File: config.mk
export PLATFORM = sky130hd
export DESIGN_NAME = rainflow_cycle_counter_top
export DESIGN_NICKNAME = d
export VERILOG_FILES = /design/src/rtl/rfc_pkg.sv /design/src/rtl/rainflow_cycle_counter_top.sv /design/src/rtl/rfc_cell.sv /design/src/rtl/rfc_chain.sv
export SDC_FILE = /design/constraint.sdc
export NUM_CORES = 2
export LEC_CHECK = 0
export BUFFER_PORTS_ARGS = -buffer_cell sky130_fd_sc_hd__buf_4
export CAP_MARGIN = 20
export CELL_PAD_IN_SITES_DETAIL_PLACEMENT = 0
export CELL_PAD_IN_SITES_GLOBAL_PLACEMENT = 2
export CORE_UTILIZATION = 43
export CTS_CLUSTER_DIAMETER = 150
export DETAILED_ROUTE_END_ITERATION = 10
export GPL_TIMING_DRIVEN = 0
export PLACE_DENSITY = 0.72
export SYNTH_ARGS = -nofsm -noshare
export SYNTH_HDL_FRONTEND = slang
export SYNTH_SLANG_ARGS = --single-unit
export TNS_END_PERCENT = 5
File: constraint.sdc
create_clock -name clk -period 48.1 [get_ports clk]
set_input_delay 9.62 -clock clk [delete_from_list [all_inputs] [get_ports clk]]
set_output_delay 9.62 -clock clk [all_outputs]
set_load 0.02 [all_outputs]
File: src/rtl/rfc_pkg.sv
// Shared constants, cell operation codes and controller states of the rainflow counter.
package rfc_pkg;

  // Default sizes
  localparam int STACK_DEPTH_DEF = 32;
  localparam int SAMPLE_BITS_DEF = 16;
  localparam int TIME_BITS_DEF   = 32;

  // Fixed field widths
  localparam int REPEAT_BITS = 16;
  localparam int WEIGHT_BITS = REPEAT_BITS + 1;
  localparam int STATUS_BITS = 2;

  localparam logic [REPEAT_BITS-1:0] REPEAT_RESET = REPEAT_BITS'(1);

  // Result status codes
  localparam logic [STATUS_BITS-1:0] STATUS_RANGE       = 2'd0;
  localparam logic [STATUS_BITS-1:0] STATUS_NO_REVERSAL = 2'd1;
  localparam logic [STATUS_BITS-1:0] STATUS_OVERFLOW    = 2'd2;

  // What every stack cell does in a cycle
  typedef enum logic [1:0] {
    CELL_HOLD,
    CELL_SHIFT,     // take the entry of the cell above (cell 0 takes the new point)
    CELL_COLLAPSE   // take the entry two cells below (cell 0 keeps its entry)
  } cell_op_t;

  // Controller states
  typedef enum logic [2:0] {
    ST_IDLE,
    ST_DECIDE,
    ST_PUSH,
    ST_CHECK,
    ST_ALIGN,
    ST_FLUSH,
    ST_ERROR
  } rfc_state_t;

endpackage

File: src/rtl/rainflow_cycle_counter_top.sv
// Rainflow cycle counter top level: turning point detection, three-point rules, flush.
//
// Usage: stress samples enter on the input channel (in_valid / in_stall) with
// a timestamp; last_sample marks the final sample of a history. Each counted
// range, the no-reversal error or a stack overflow leaves on the output
// channel (out_valid / out_stall) as one request; last_result marks the last
// request caused by a sample. repeat_count is written through cfg_write_en /
// cfg_write_data and scales the half-cycle weights; the user must write it only
// while the block is idle, which the block itself does not enforce. Samples are
// taken one at a time. A sample that settles no turning point is accepted and
// then decided. A turning point adds a push and a check, plus one more check
// per counted range; a push onto a full stack reports an overflow and is not
// checked. The final sample also shifts the cell chain until the oldest entry
// sits in the last cell, then gives one range per cycle while not stalled.
// Reset: history cleared, stack empty, repeat_count 1, output register empty.
// When out_stall holds a result in the output register, the controller waits
// in place and in_stall stays high until the sample is fully processed.
module rainflow_cycle_counter_top #(
  parameter int STACK_DEPTH = rfc_pkg::STACK_DEPTH_DEF,
  parameter int SAMPLE_BITS = rfc_pkg::SAMPLE_BITS_DEF,
  parameter int TIME_BITS   = rfc_pkg::TIME_BITS_DEF
) (
  input  logic                              clk,
  input  logic                              rst,
  // Configuration
  input  logic                              cfg_write_en,
  input  logic [rfc_pkg::REPEAT_BITS-1:0]   cfg_write_data,
  // Sample channel
  input  logic                              in_valid,
  output logic                              in_stall,
  input  logic signed [SAMPLE_BITS-1:0]     sample_value,
  input  logic        [TIME_BITS-1:0]       sample_time,
  input  logic                              last_sample,
  // Result channel
  output logic                              out_valid,
  input  logic                              out_stall,
  output logic [rfc_pkg::STATUS_BITS-1:0]   status,
  output logic [rfc_pkg::WEIGHT_BITS-1:0]   half_cycles,
  output logic [SAMPLE_BITS-1:0]            stress_range,
  output logic signed [SAMPLE_BITS:0]       level_sum,
  output logic [TIME_BITS-1:0]              start_time,
  output logic [TIME_BITS-1:0]              end_time,
  output logic                              last_result
);
  import rfc_pkg::*;

  localparam int CNT_W = $clog2(STACK_DEPTH + 1);
  localparam int IDX3  = (STACK_DEPTH > 3) ? 3 : STACK_DEPTH - 1;
  localparam int IDX4  = (STACK_DEPTH > 4) ? 4 : STACK_DEPTH - 1;

  localparam logic [1:0] SEEN_NONE = 2'd0;
  localparam logic [1:0] SEEN_ONE  = 2'd1;
  localparam logic [1:0] SEEN_TWO  = 2'd2;

  localparam logic [CNT_W-1:0] CNT_ONE   = CNT_W'(1);
  localparam logic [CNT_W-1:0] CNT_TWO   = CNT_W'(2);
  localparam logic [CNT_W-1:0] CNT_THREE = CNT_W'(3);
  localparam logic [CNT_W-1:0] CNT_FIVE  = CNT_W'(5);
  localparam logic [CNT_W-1:0] CNT_FULL  = CNT_W'(STACK_DEPTH);

  // |a - b| of two samples; fits the unsigned sample width
  function automatic logic [SAMPLE_BITS-1:0] abs_diff(
    input logic signed [SAMPLE_BITS-1:0] a,
    input logic signed [SAMPLE_BITS-1:0] b
  );
    logic signed [SAMPLE_BITS:0] d;
    d = {a[SAMPLE_BITS-1], a} - {b[SAMPLE_BITS-1], b};
    if (d[SAMPLE_BITS]) d = -d;
    return d[SAMPLE_BITS-1:0];
  endfunction

  // a + b, twice the mean
  function automatic logic signed [SAMPLE_BITS:0] pair_sum(
    input logic signed [SAMPLE_BITS-1:0] a,
    input logic signed [SAMPLE_BITS-1:0] b
  );
    return {a[SAMPLE_BITS-1], a} + {b[SAMPLE_BITS-1], b};
  endfunction

  rfc_state_t state, state_next;

  // Registers
  logic [REPEAT_BITS-1:0]        repeat_count;
  logic signed [SAMPLE_BITS-1:0] item_value;
  logic [TIME_BITS-1:0]          item_time;
  logic                          item_last;
  logic signed [SAMPLE_BITS-1:0] held_value, held_value_next;
  logic [TIME_BITS-1:0]          held_time, held_time_next;
  logic [1:0]                    samples_seen, samples_seen_next;
  logic signed [SAMPLE_BITS-1:0] last_turn, last_turn_next;
  logic                          inner_found, inner_found_next;
  logic signed [SAMPLE_BITS-1:0] pend_value, pend_value_next;
  logic [TIME_BITS-1:0]          pend_time, pend_time_next;
  logic                          final_pushed, final_pushed_next;
  logic [CNT_W-1:0]              stack_count, stack_count_next;
  logic [CNT_W-1:0]              flush_left, flush_left_next;

  // Output register load values
  logic                          out_load;
  logic [STATUS_BITS-1:0]        status_next;
  logic [WEIGHT_BITS-1:0]        half_cycles_next;
  logic [SAMPLE_BITS-1:0]        stress_range_next;
  logic signed [SAMPLE_BITS:0]   level_sum_next;
  logic [TIME_BITS-1:0]          start_time_next;
  logic [TIME_BITS-1:0]          end_time_next;
  logic                          last_result_next;

  // Stack chain
  cell_op_t                      stack_op;
  logic signed [SAMPLE_BITS-1:0] cell_value [STACK_DEPTH];
  logic [TIME_BITS-1:0]          cell_time  [STACK_DEPTH];

  logic                          in_accept;
  logic                          out_free;
  logic                          turn;
  logic [SAMPLE_BITS-1:0]        x_top, y_top, x_after, y_after;
  logic                          fire, more;
  logic [WEIGHT_BITS-1:0]        weight_half, weight_full;
  logic                          loop_done, clear_hist;

  assign in_stall  = (state != ST_IDLE);
  assign in_accept = in_valid && !in_stall;
  assign out_free  = !out_valid || !out_stall;

  // Held sample is a turning point against the last one and the new sample
  assign turn = (samples_seen == SEEN_TWO) &&
                (((held_value < last_turn) && (held_value < item_value)) ||
                 ((held_value > last_turn) && (held_value > item_value)));

  // Three-point rule on the top entries, and on the entries left after a full cycle
  assign x_top   = abs_diff(cell_value[1], cell_value[0]);
  assign y_top   = abs_diff(cell_value[2], cell_value[1]);
  assign x_after = abs_diff(cell_value[IDX3], cell_value[0]);
  assign y_after = abs_diff(cell_value[IDX4], cell_value[IDX3]);
  assign fire    = (stack_count >= CNT_THREE) && !(x_top < y_top);
  assign more    = (stack_count >= CNT_FIVE) && !(x_after < y_after);

  assign weight_half = {1'b0, repeat_count};
  assign weight_full = {repeat_count, 1'b0};

  rfc_chain #(
    .DEPTH       (STACK_DEPTH),
    .SAMPLE_BITS (SAMPLE_BITS),
    .TIME_BITS   (TIME_BITS)
  ) u_chain (
    .clk        (clk),
    .op         (stack_op),
    .push_value (pend_value),
    .push_time  (pend_time),
    .cell_value (cell_value),
    .cell_time  (cell_time)
  );

  // State register
  always_ff @(posedge clk) begin
    if (rst) begin
      state <= ST_IDLE;
    end else begin
      state <= state_next;
    end
  end

  // Next state, stack operation and result generation
  always_comb begin
    state_next         = state;
    stack_op           = CELL_HOLD;
    held_value_next    = held_value;
    held_time_next     = held_time;
    samples_seen_next  = samples_seen;
    last_turn_next     = last_turn;
    inner_found_next   = inner_found;
    pend_value_next    = pend_value;
    pend_time_next     = pend_time;
    final_pushed_next  = final_pushed;
    stack_count_next   = stack_count;
    flush_left_next    = flush_left;
    out_load           = 1'b0;
    status_next        = STATUS_RANGE;
    half_cycles_next   = '0;
    stress_range_next  = '0;
    level_sum_next     = '0;
    start_time_next    = '0;
    end_time_next      = '0;
    last_result_next   = 1'b0;
    loop_done          = 1'b0;
    clear_hist         = 1'b0;

    unique case (state)
      ST_IDLE: begin
        if (in_accept) state_next = ST_DECIDE;
      end

      ST_DECIDE: begin
        final_pushed_next = 1'b0;
        if (samples_seen == SEEN_NONE) begin
          if (item_last) begin
            state_next = ST_ERROR;
          end else begin
            // First sample of a history is always a turning point
            held_value_next   = item_value;
            held_time_next    = item_time;
            last_turn_next    = item_value;
            samples_seen_next = SEEN_ONE;
            pend_value_next   = item_value;
            pend_time_next    = item_time;
            state_next        = ST_PUSH;
          end
        end else begin
          if (turn) begin
            last_turn_next   = held_value;
            inner_found_next = 1'b1;
            pend_value_next  = held_value;
            pend_time_next   = held_time;
            state_next       = ST_PUSH;
          end
          if (!item_last) begin
            held_value_next   = item_value;
            held_time_next    = item_time;
            samples_seen_next = SEEN_TWO;
            if (!turn) state_next = ST_IDLE;
          end else if (!(inner_found || turn)) begin
            state_next = ST_ERROR;
          end else if (!turn) begin
            // Last sample is a turning point of its own
            pend_value_next   = item_value;
            pend_time_next    = item_time;
            final_pushed_next = 1'b1;
            state_next        = ST_PUSH;
          end
        end
      end

      ST_PUSH: begin
        if (stack_count == CNT_FULL) begin
          // Full stack: report and drop the point
          if (out_free) begin
            out_load         = 1'b1;
            status_next      = STATUS_OVERFLOW;
            start_time_next  = pend_time;
            end_time_next    = pend_time;
            last_result_next = !item_last;
            loop_done        = 1'b1;
          end
        end else begin
          stack_op         = CELL_SHIFT;
          stack_count_next = stack_count + CNT_ONE;
          state_next       = ST_CHECK;
        end
      end

      ST_CHECK: begin
        if (!fire) begin
          loop_done = 1'b1;
        end else if (out_free) begin
          // Range between entries two and one below the top
          out_load          = 1'b1;
          status_next       = STATUS_RANGE;
          stress_range_next = y_top;
          level_sum_next    = pair_sum(cell_value[2], cell_value[1]);
          start_time_next   = cell_time[2];
          end_time_next     = cell_time[1];
          if (stack_count == CNT_THREE) begin
            // Involves the start point: half cycle, drop the bottom entry
            half_cycles_next = weight_half;
            last_result_next = !item_last;
            stack_count_next = CNT_TWO;
          end else begin
            half_cycles_next = weight_full;
            last_result_next = !item_last && !more;
            stack_op         = CELL_COLLAPSE;
            stack_count_next = stack_count - CNT_TWO;
          end
        end
      end

      ST_ALIGN: begin
        // Move the oldest entry down to the last cell
        if (stack_count != CNT_FULL) begin
          stack_op         = CELL_SHIFT;
          stack_count_next = stack_count + CNT_ONE;
        end else begin
          state_next = ST_FLUSH;
        end
      end

      ST_FLUSH: begin
        // Residue as half cycles, oldest pair first
        if (out_free) begin
          out_load          = 1'b1;
          status_next       = STATUS_RANGE;
          half_cycles_next  = weight_half;
          stress_range_next = abs_diff(cell_value[STACK_DEPTH-1], cell_value[STACK_DEPTH-2]);
          level_sum_next    = pair_sum(cell_value[STACK_DEPTH-1], cell_value[STACK_DEPTH-2]);
          start_time_next   = cell_time[STACK_DEPTH-1];
          end_time_next     = cell_time[STACK_DEPTH-2];
          last_result_next  = (flush_left == CNT_ONE);
          stack_op          = CELL_SHIFT;
          flush_left_next   = flush_left - CNT_ONE;
          if (flush_left == CNT_ONE) begin
            clear_hist = 1'b1;
            state_next = ST_IDLE;
          end
        end
      end

      ST_ERROR: begin
        if (out_free) begin
          out_load         = 1'b1;
          status_next      = STATUS_NO_REVERSAL;
          last_result_next = 1'b1;
          clear_hist       = 1'b1;
          state_next       = ST_IDLE;
        end
      end

      default: begin
        state_next = ST_IDLE;
      end
    endcase

    // End of the rule loop after a push
    if (loop_done) begin
      if (!item_last) begin
        state_next = ST_IDLE;
      end else if (!final_pushed) begin
        pend_value_next   = item_value;
        pend_time_next    = item_time;
        final_pushed_next = 1'b1;
        state_next        = ST_PUSH;
      end else begin
        flush_left_next = stack_count - CNT_ONE;
        state_next      = ST_ALIGN;
      end
    end

    // Ready for a new history
    if (clear_hist) begin
      held_value_next   = '0;
      held_time_next    = '0;
      samples_seen_next = SEEN_NONE;
      last_turn_next    = '0;
      inner_found_next  = 1'b0;
      stack_count_next  = '0;
    end
  end

  // History and control registers
  always_ff @(posedge clk) begin
    if (rst) begin
      repeat_count <= REPEAT_RESET;
      held_value   <= '0;
      held_time    <= '0;
      samples_seen <= SEEN_NONE;
      last_turn    <= '0;
      inner_found  <= 1'b0;
      final_pushed <= 1'b0;
      stack_count  <= '0;
      flush_left   <= '0;
    end else begin
      if (cfg_write_en) repeat_count <= cfg_write_data;
      held_value   <= held_value_next;
      held_time    <= held_time_next;
      samples_seen <= samples_seen_next;
      last_turn    <= last_turn_next;
      inner_found  <= inner_found_next;
      final_pushed <= final_pushed_next;
      stack_count  <= stack_count_next;
      flush_left   <= flush_left_next;
    end
  end

  // Captured sample and pending push point
  always_ff @(posedge clk) begin
    if (in_accept) begin
      item_value <= sample_value;
      item_time  <= sample_time;
      item_last  <= last_sample;
    end
    pend_value <= pend_value_next;
    pend_time  <= pend_time_next;
  end

  // Output register
  always_ff @(posedge clk) begin
    if (rst) begin
      out_valid <= 1'b0;
    end else if (out_load) begin
      out_valid <= 1'b1;
    end else if (!out_stall) begin
      out_valid <= 1'b0;
    end
  end

  always_ff @(posedge clk) begin
    if (out_load) begin
      status       <= status_next;
      half_cycles  <= half_cycles_next;
      stress_range <= stress_range_next;
      level_sum    <= level_sum_next;
      start_time   <= start_time_next;
      end_time     <= end_time_next;
      last_result  <= last_result_next;
    end
  end

endmodule

File: src/rtl/rfc_cell.sv
// One reversal stack cell: holds a turning point and moves it along the chain.
module rfc_cell #(
  parameter int SAMPLE_BITS = rfc_pkg::SAMPLE_BITS_DEF,
  parameter int TIME_BITS   = rfc_pkg::TIME_BITS_DEF
) (
  input  logic                          clk,
  input  rfc_pkg::cell_op_t             op,
  input  logic signed [SAMPLE_BITS-1:0] up_value,
  input  logic        [TIME_BITS-1:0]   up_time,
  input  logic signed [SAMPLE_BITS-1:0] skip_value,
  input  logic        [TIME_BITS-1:0]   skip_time,
  output logic signed [SAMPLE_BITS-1:0] value,
  output logic        [TIME_BITS-1:0]   time_stamp
);
  import rfc_pkg::*;

  // Entry register, no reset: only entries below the fill count are read
  always_ff @(posedge clk) begin
    unique case (op)
      CELL_SHIFT: begin
        value      <= up_value;
        time_stamp <= up_time;
      end
      CELL_COLLAPSE: begin
        value      <= skip_value;
        time_stamp <= skip_time;
      end
      CELL_HOLD: begin
        value      <= value;
        time_stamp <= time_stamp;
      end
      default: begin
        value      <= value;
        time_stamp <= time_stamp;
      end
    endcase
  end

endmodule

File: src/rtl/rfc_chain.sv
// Reversal stack as a chain of cells; cell 0 is the top of the stack.
module rfc_chain #(
  parameter int DEPTH       = rfc_pkg::STACK_DEPTH_DEF,
  parameter int SAMPLE_BITS = rfc_pkg::SAMPLE_BITS_DEF,
  parameter int TIME_BITS   = rfc_pkg::TIME_BITS_DEF
) (
  input  logic                          clk,
  input  rfc_pkg::cell_op_t             op,
  input  logic signed [SAMPLE_BITS-1:0] push_value,
  input  logic        [TIME_BITS-1:0]   push_time,
  output logic signed [SAMPLE_BITS-1:0] cell_value [DEPTH],
  output logic        [TIME_BITS-1:0]   cell_time  [DEPTH]
);
  import rfc_pkg::*;

  cell_op_t top_op;

  // The top cell keeps its entry when two entries below it are removed
  assign top_op = (op == CELL_COLLAPSE) ? CELL_HOLD : op;

  for (genvar i = 0; i < DEPTH; i++) begin : g_cell
    logic signed [SAMPLE_BITS-1:0] up_value;
    logic        [TIME_BITS-1:0]   up_time;
    logic signed [SAMPLE_BITS-1:0] skip_value;
    logic        [TIME_BITS-1:0]   skip_time;
    cell_op_t                      cell_op;

    if (i == 0) begin : g_top
      assign up_value = push_value;
      assign up_time  = push_time;
      assign cell_op  = top_op;
    end else begin : g_inner
      assign up_value = cell_value[i-1];
      assign up_time  = cell_time[i-1];
      assign cell_op  = op;
    end

    // Bottom two cells have nothing two below them; they hold
    if (i + 2 < DEPTH) begin : g_skip
      assign skip_value = cell_value[i+2];
      assign skip_time  = cell_time[i+2];
    end else begin : g_end
      assign skip_value = cell_value[i];
      assign skip_time  = cell_time[i];
    end

    rfc_cell #(
      .SAMPLE_BITS (SAMPLE_BITS),
      .TIME_BITS   (TIME_BITS)
    ) u_cell (
      .clk        (clk),
      .op         (cell_op),
      .up_value   (up_value),
      .up_time    (up_time),
      .skip_value (skip_value),
      .skip_time  (skip_time),
      .value      (cell_value[i]),
      .time_stamp (cell_time[i])
    );
  end

endmodule
==> flow_metrics.env <==
export IMPL_critical_path_top_delay_family="buffers and inverters"
export IMPL_power_density_nw_per_um2=49.1
export IMPL_port_buffers=186
export IMPL_ios=189
export IMPL_antenna_left=0
export IMPL_use_met3_pct=3.00
export IMPL_layout_commonest_cell="edfxtp_1"
export IMPL_post_cts_buffers=0
export IMPL_area_growth_pct=14.1
export IMPL_period_share_pct=29.4
export IMPL_crit_top_cell="clkbuf_1"
export IMPL_final_cell_mix="1,702 x edfxtp_1, 1,392 x mux2_2, 316 x clkbuf_1"
export IMPL_grt_pass1_wl_um=344000
export IMPL_drt_iter0_markers=4765
export IMPL_placed_cell_area_um2=90300
export IMPL_totalWireLength_um=237000
export IMPL_vias=49700
export IMPL_power_mw=4.75
export IMPL_die_area_um2=199000
export IMPL_syn_area_um2=84800
export IMPL_syn_num_nets=5918
export IMPL_drc_errors=0
export IMPL_wire_per_inst_um=26.7
export IMPL_grt_pass1_vias=49900
export IMPL_gr_total_overflow=0
export IMPL_start_util_pct=43.4
export IMPL_hold_path_class="reg2reg"
export IMPL_top_usage_layer="met2"
export IMPL_rsz0062_at_grt="false"
export IMPL_cts_hold_buf=0
export IMPL_grt_util_met1_pct=32.8
export IMPL_fin_skew_ns=0.0288
export IMPL_fmax_mhz=70.6
export IMPL_row_count=162
export IMPL_cp_end_kind="flip-flop"
export IMPL_design_area_um2=96700
export IMPL_cts_sinks=1850
export IMPL_antenna_found_initial=15
export IMPL_insertion_delay_ns=0.86
export IMPL_min_to="u_chain.g_cell[30].u_cell.value[6]"
export IMPL_ys_flop_type="edfxtp_1"
export IMPL_cts_buffers=199
export IMPL_crit_type="in2reg"
export IMPL_avgSynthCellArea_um2=15.0
export IMPL_htreeDepth=4
export IMPL_startpoint_type="input pin"
export IMPL_yosys_area_top_type="edfxtp_1"
export IMPL_power_leakage_nw=32.3
export IMPL_vdd_drop_max_v=0.0000392
export IMPL_nets=6344
export IMPL_r2r_end="u_chain.g_cell[3].u_cell.time_stamp[4]"
export IMPL_r2r_slack_ns=37.63
export IMPL_outcome="complete, no violations"
export IMPL_synth_top_cell_area_share_pct=60.3
export IMPL_hold_viol=0
export IMPL_cts_max_path_buffers=3
export IMPL_core_area_um2=195000
export IMPL_avgViaCountPerCell=5.60
export IMPL_finalSetupViolations=0
export IMPL_async_flop_share_pct=0
export IMPL_rr_startpoint="u_chain.g_cell[1].u_cell.value[2]"
export IMPL_crit_buf_inv=7
export IMPL_post_dp_hpwl_um=172000
export IMPL_drv_slew=0
export IMPL_ys_ff_latch=1850
export IMPL_die_y_um=446
export IMPL_yosys_top_cells_area="edfxtp_1 60%, mux2_2 18%, dfxtp_1 3.5%"
export IMPL_synth_edf_count=1702
export IMPL_fin_crit_ns=14.16
export IMPL_cts_tree="done"
export IMPL_yosys_warnings=0
export IMPL_tightest_slew_ns=1.18
export IMPL_met2_usage_pct=38.8
export IMPL_fp_dieW_um=446
export IMPL_post_cts_resized=0
export IMPL_cpPeakStageDelay_ns=0.88
export IMPL_min_path_cells=0
export IMPL_worstRegToRegCells=27
export IMPL_crit_required_ns=48.69
export IMPL_drt_pass1_iter_count=6
export IMPL_ys_types=78
export IMPL_crit_slowest_cell="clkbuf_1"
export IMPL_clk_pin_slew_ns=0.06
export IMPL_crit_arrival_ns=14.75
export IMPL_maxSlewHeadroom_pct=21.6
export IMPL_syn_inst=5647
export IMPL_root_buffer="clkbuf_16"
export IMPL_place_congestion=0.852
export IMPL_drive_gt1_share_pct=31.1
export IMPL_cap_violations=0
export IMPL_grt_max_degree=134
export IMPL_cp_cell_sequence="buf_4 -> nand2_1 -> and3_1 -> clkbuf_1 -> clkbuf_1 -> nand2_1 -> inv_1 -> ha_1 -> clkbuf_1 -> clkbuf_1 -> clkbuf_1 -> mux2_2"
export IMPL_worstHoldStart="u_chain.g_cell[29].u_cell.value[6]"
export IMPL_crit_fanout=10
export IMPL_seq_area_frac_synth_pct=63.8
export IMPL_track_usage_pct=23.6
-- per-layer routing --
layer  vias up  wire length (um)
met3       292             11000
met1     25600            106000
li1      22500                 -
met2      1245            114000
met5         -                 0
met4         0              6100
-- cell usage after synthesis, types with 38 or more instances --
library cell / number
edfxtp_1: 1702
mux2i_1: 55
xor2_1: 45
nor2_1: 194
a21oi_1: 169
o21ai_0: 155
mux2_2: 1392
a221o_1: 81
clkbuf_1: 263
and2_1: 46
xnor2_1: 121
nor3_1: 52
o31ai_1: 38
nand2_1: 315
inv_1: 150
dfxtp_1: 148
ha_1: 194
-- worst max path at each step --
stage | slack [ns] | end | start | cells after the start
2_1_floorplan | 8.63 | u_chain.g_cell[10].u_cell.time_stamp[0] | out_stall | 8
3_3_place_gp | -4.29 | u_chain.g_cell[20].u_cell.time_stamp[3] | out_stall | 9
3_5_place_dp | 32.95 | u_chain.g_cell[3].u_cell.time_stamp[26] | out_stall | 12
4_1_cts | 33.82 | u_chain.g_cell[3].u_cell.time_stamp[21] | out_stall | 12
5_1_grt | 33.74 | u_chain.g_cell[3].u_cell.time_stamp[4] | out_stall | 12
6_report | 33.94 | u_chain.g_cell[3].u_cell.time_stamp[4] | out_stall | 12
-- cells by family (layout without fill, tap and decap cells) --
| kind of cell | count (synthesis) | after routing | synth area share [%] |
|---|---|---|---|
| adder cells (fa/ha/maj) | 201 | 201 | 3.03 |
| XOR/XNOR | 166 | 166 | 1.72 |
| AO/OA/AOI/OAI | 726 | 726 | 5.85 |
| other | 0 | 2 | 0 |
| multiplexers | 1447 | 1447 | 19.1 |
| AND/OR/NAND/NOR | 811 | 811 | 4.46 |
| buffers and inverters | 446 | 1044 | 2.00 |
| flip-flops | 1850 | 1850 | 63.8 |
-- power breakdown --
part / switching, mW / internal [mW]
clock network: 0.658 / 0.863
logic: 0.578 / 0.370
registers: 0.187 / 2.09
-- registers in the layout, indices dropped and copies added, names as in the netlist, 2 cells and up --
signal	flops
samples_seen	2
last_turn	16
stack_count	6
end_time	32
start_time	32
held_time	32
pend_value	16
item_value	16
stress_range	16
held_value	16
flush_left	6
u_chain.g_cell.u_cell.value	512
repeat_count	16
pend_time	32
state	3
item_time	32
level_sum	17
u_chain.g_cell.u_cell.time_stamp	1024
status	2
half_cycles	17
-- cell type report --
class,count,area [um2]
clock buffers,260,5290
inverters,151,574
well taps,2624,3280
multi-input cells,3351,29000
diodes,2,5.00
clock inverters,113,1090
flip-flops and latches,1850,54100
repair buffers,225,2240
fillers,16900,98700
plain buffers,295,1130
-- stage by stage --
step / std cells / hold WS, ns / TNS, ns / util (%) / setup slack [ns]
floorplan: 5647 / 0.420 / 0 / - / 8.63
global placement: 8457 / 0.423 / -5734.81 / 45.8 / -4.29
detailed placement: 8493 / 0.427 / 0 / 46.2 / 32.95
CTS: 8866 / 0.434 / 0 / 49.5 / 33.82
global route: 8869 / 0.449 / 0 / 49.5 / 33.74
finish: 8871 / 0.443 / 0 / 49.5 / 33.94
Power figures use the tool's default switching activity.
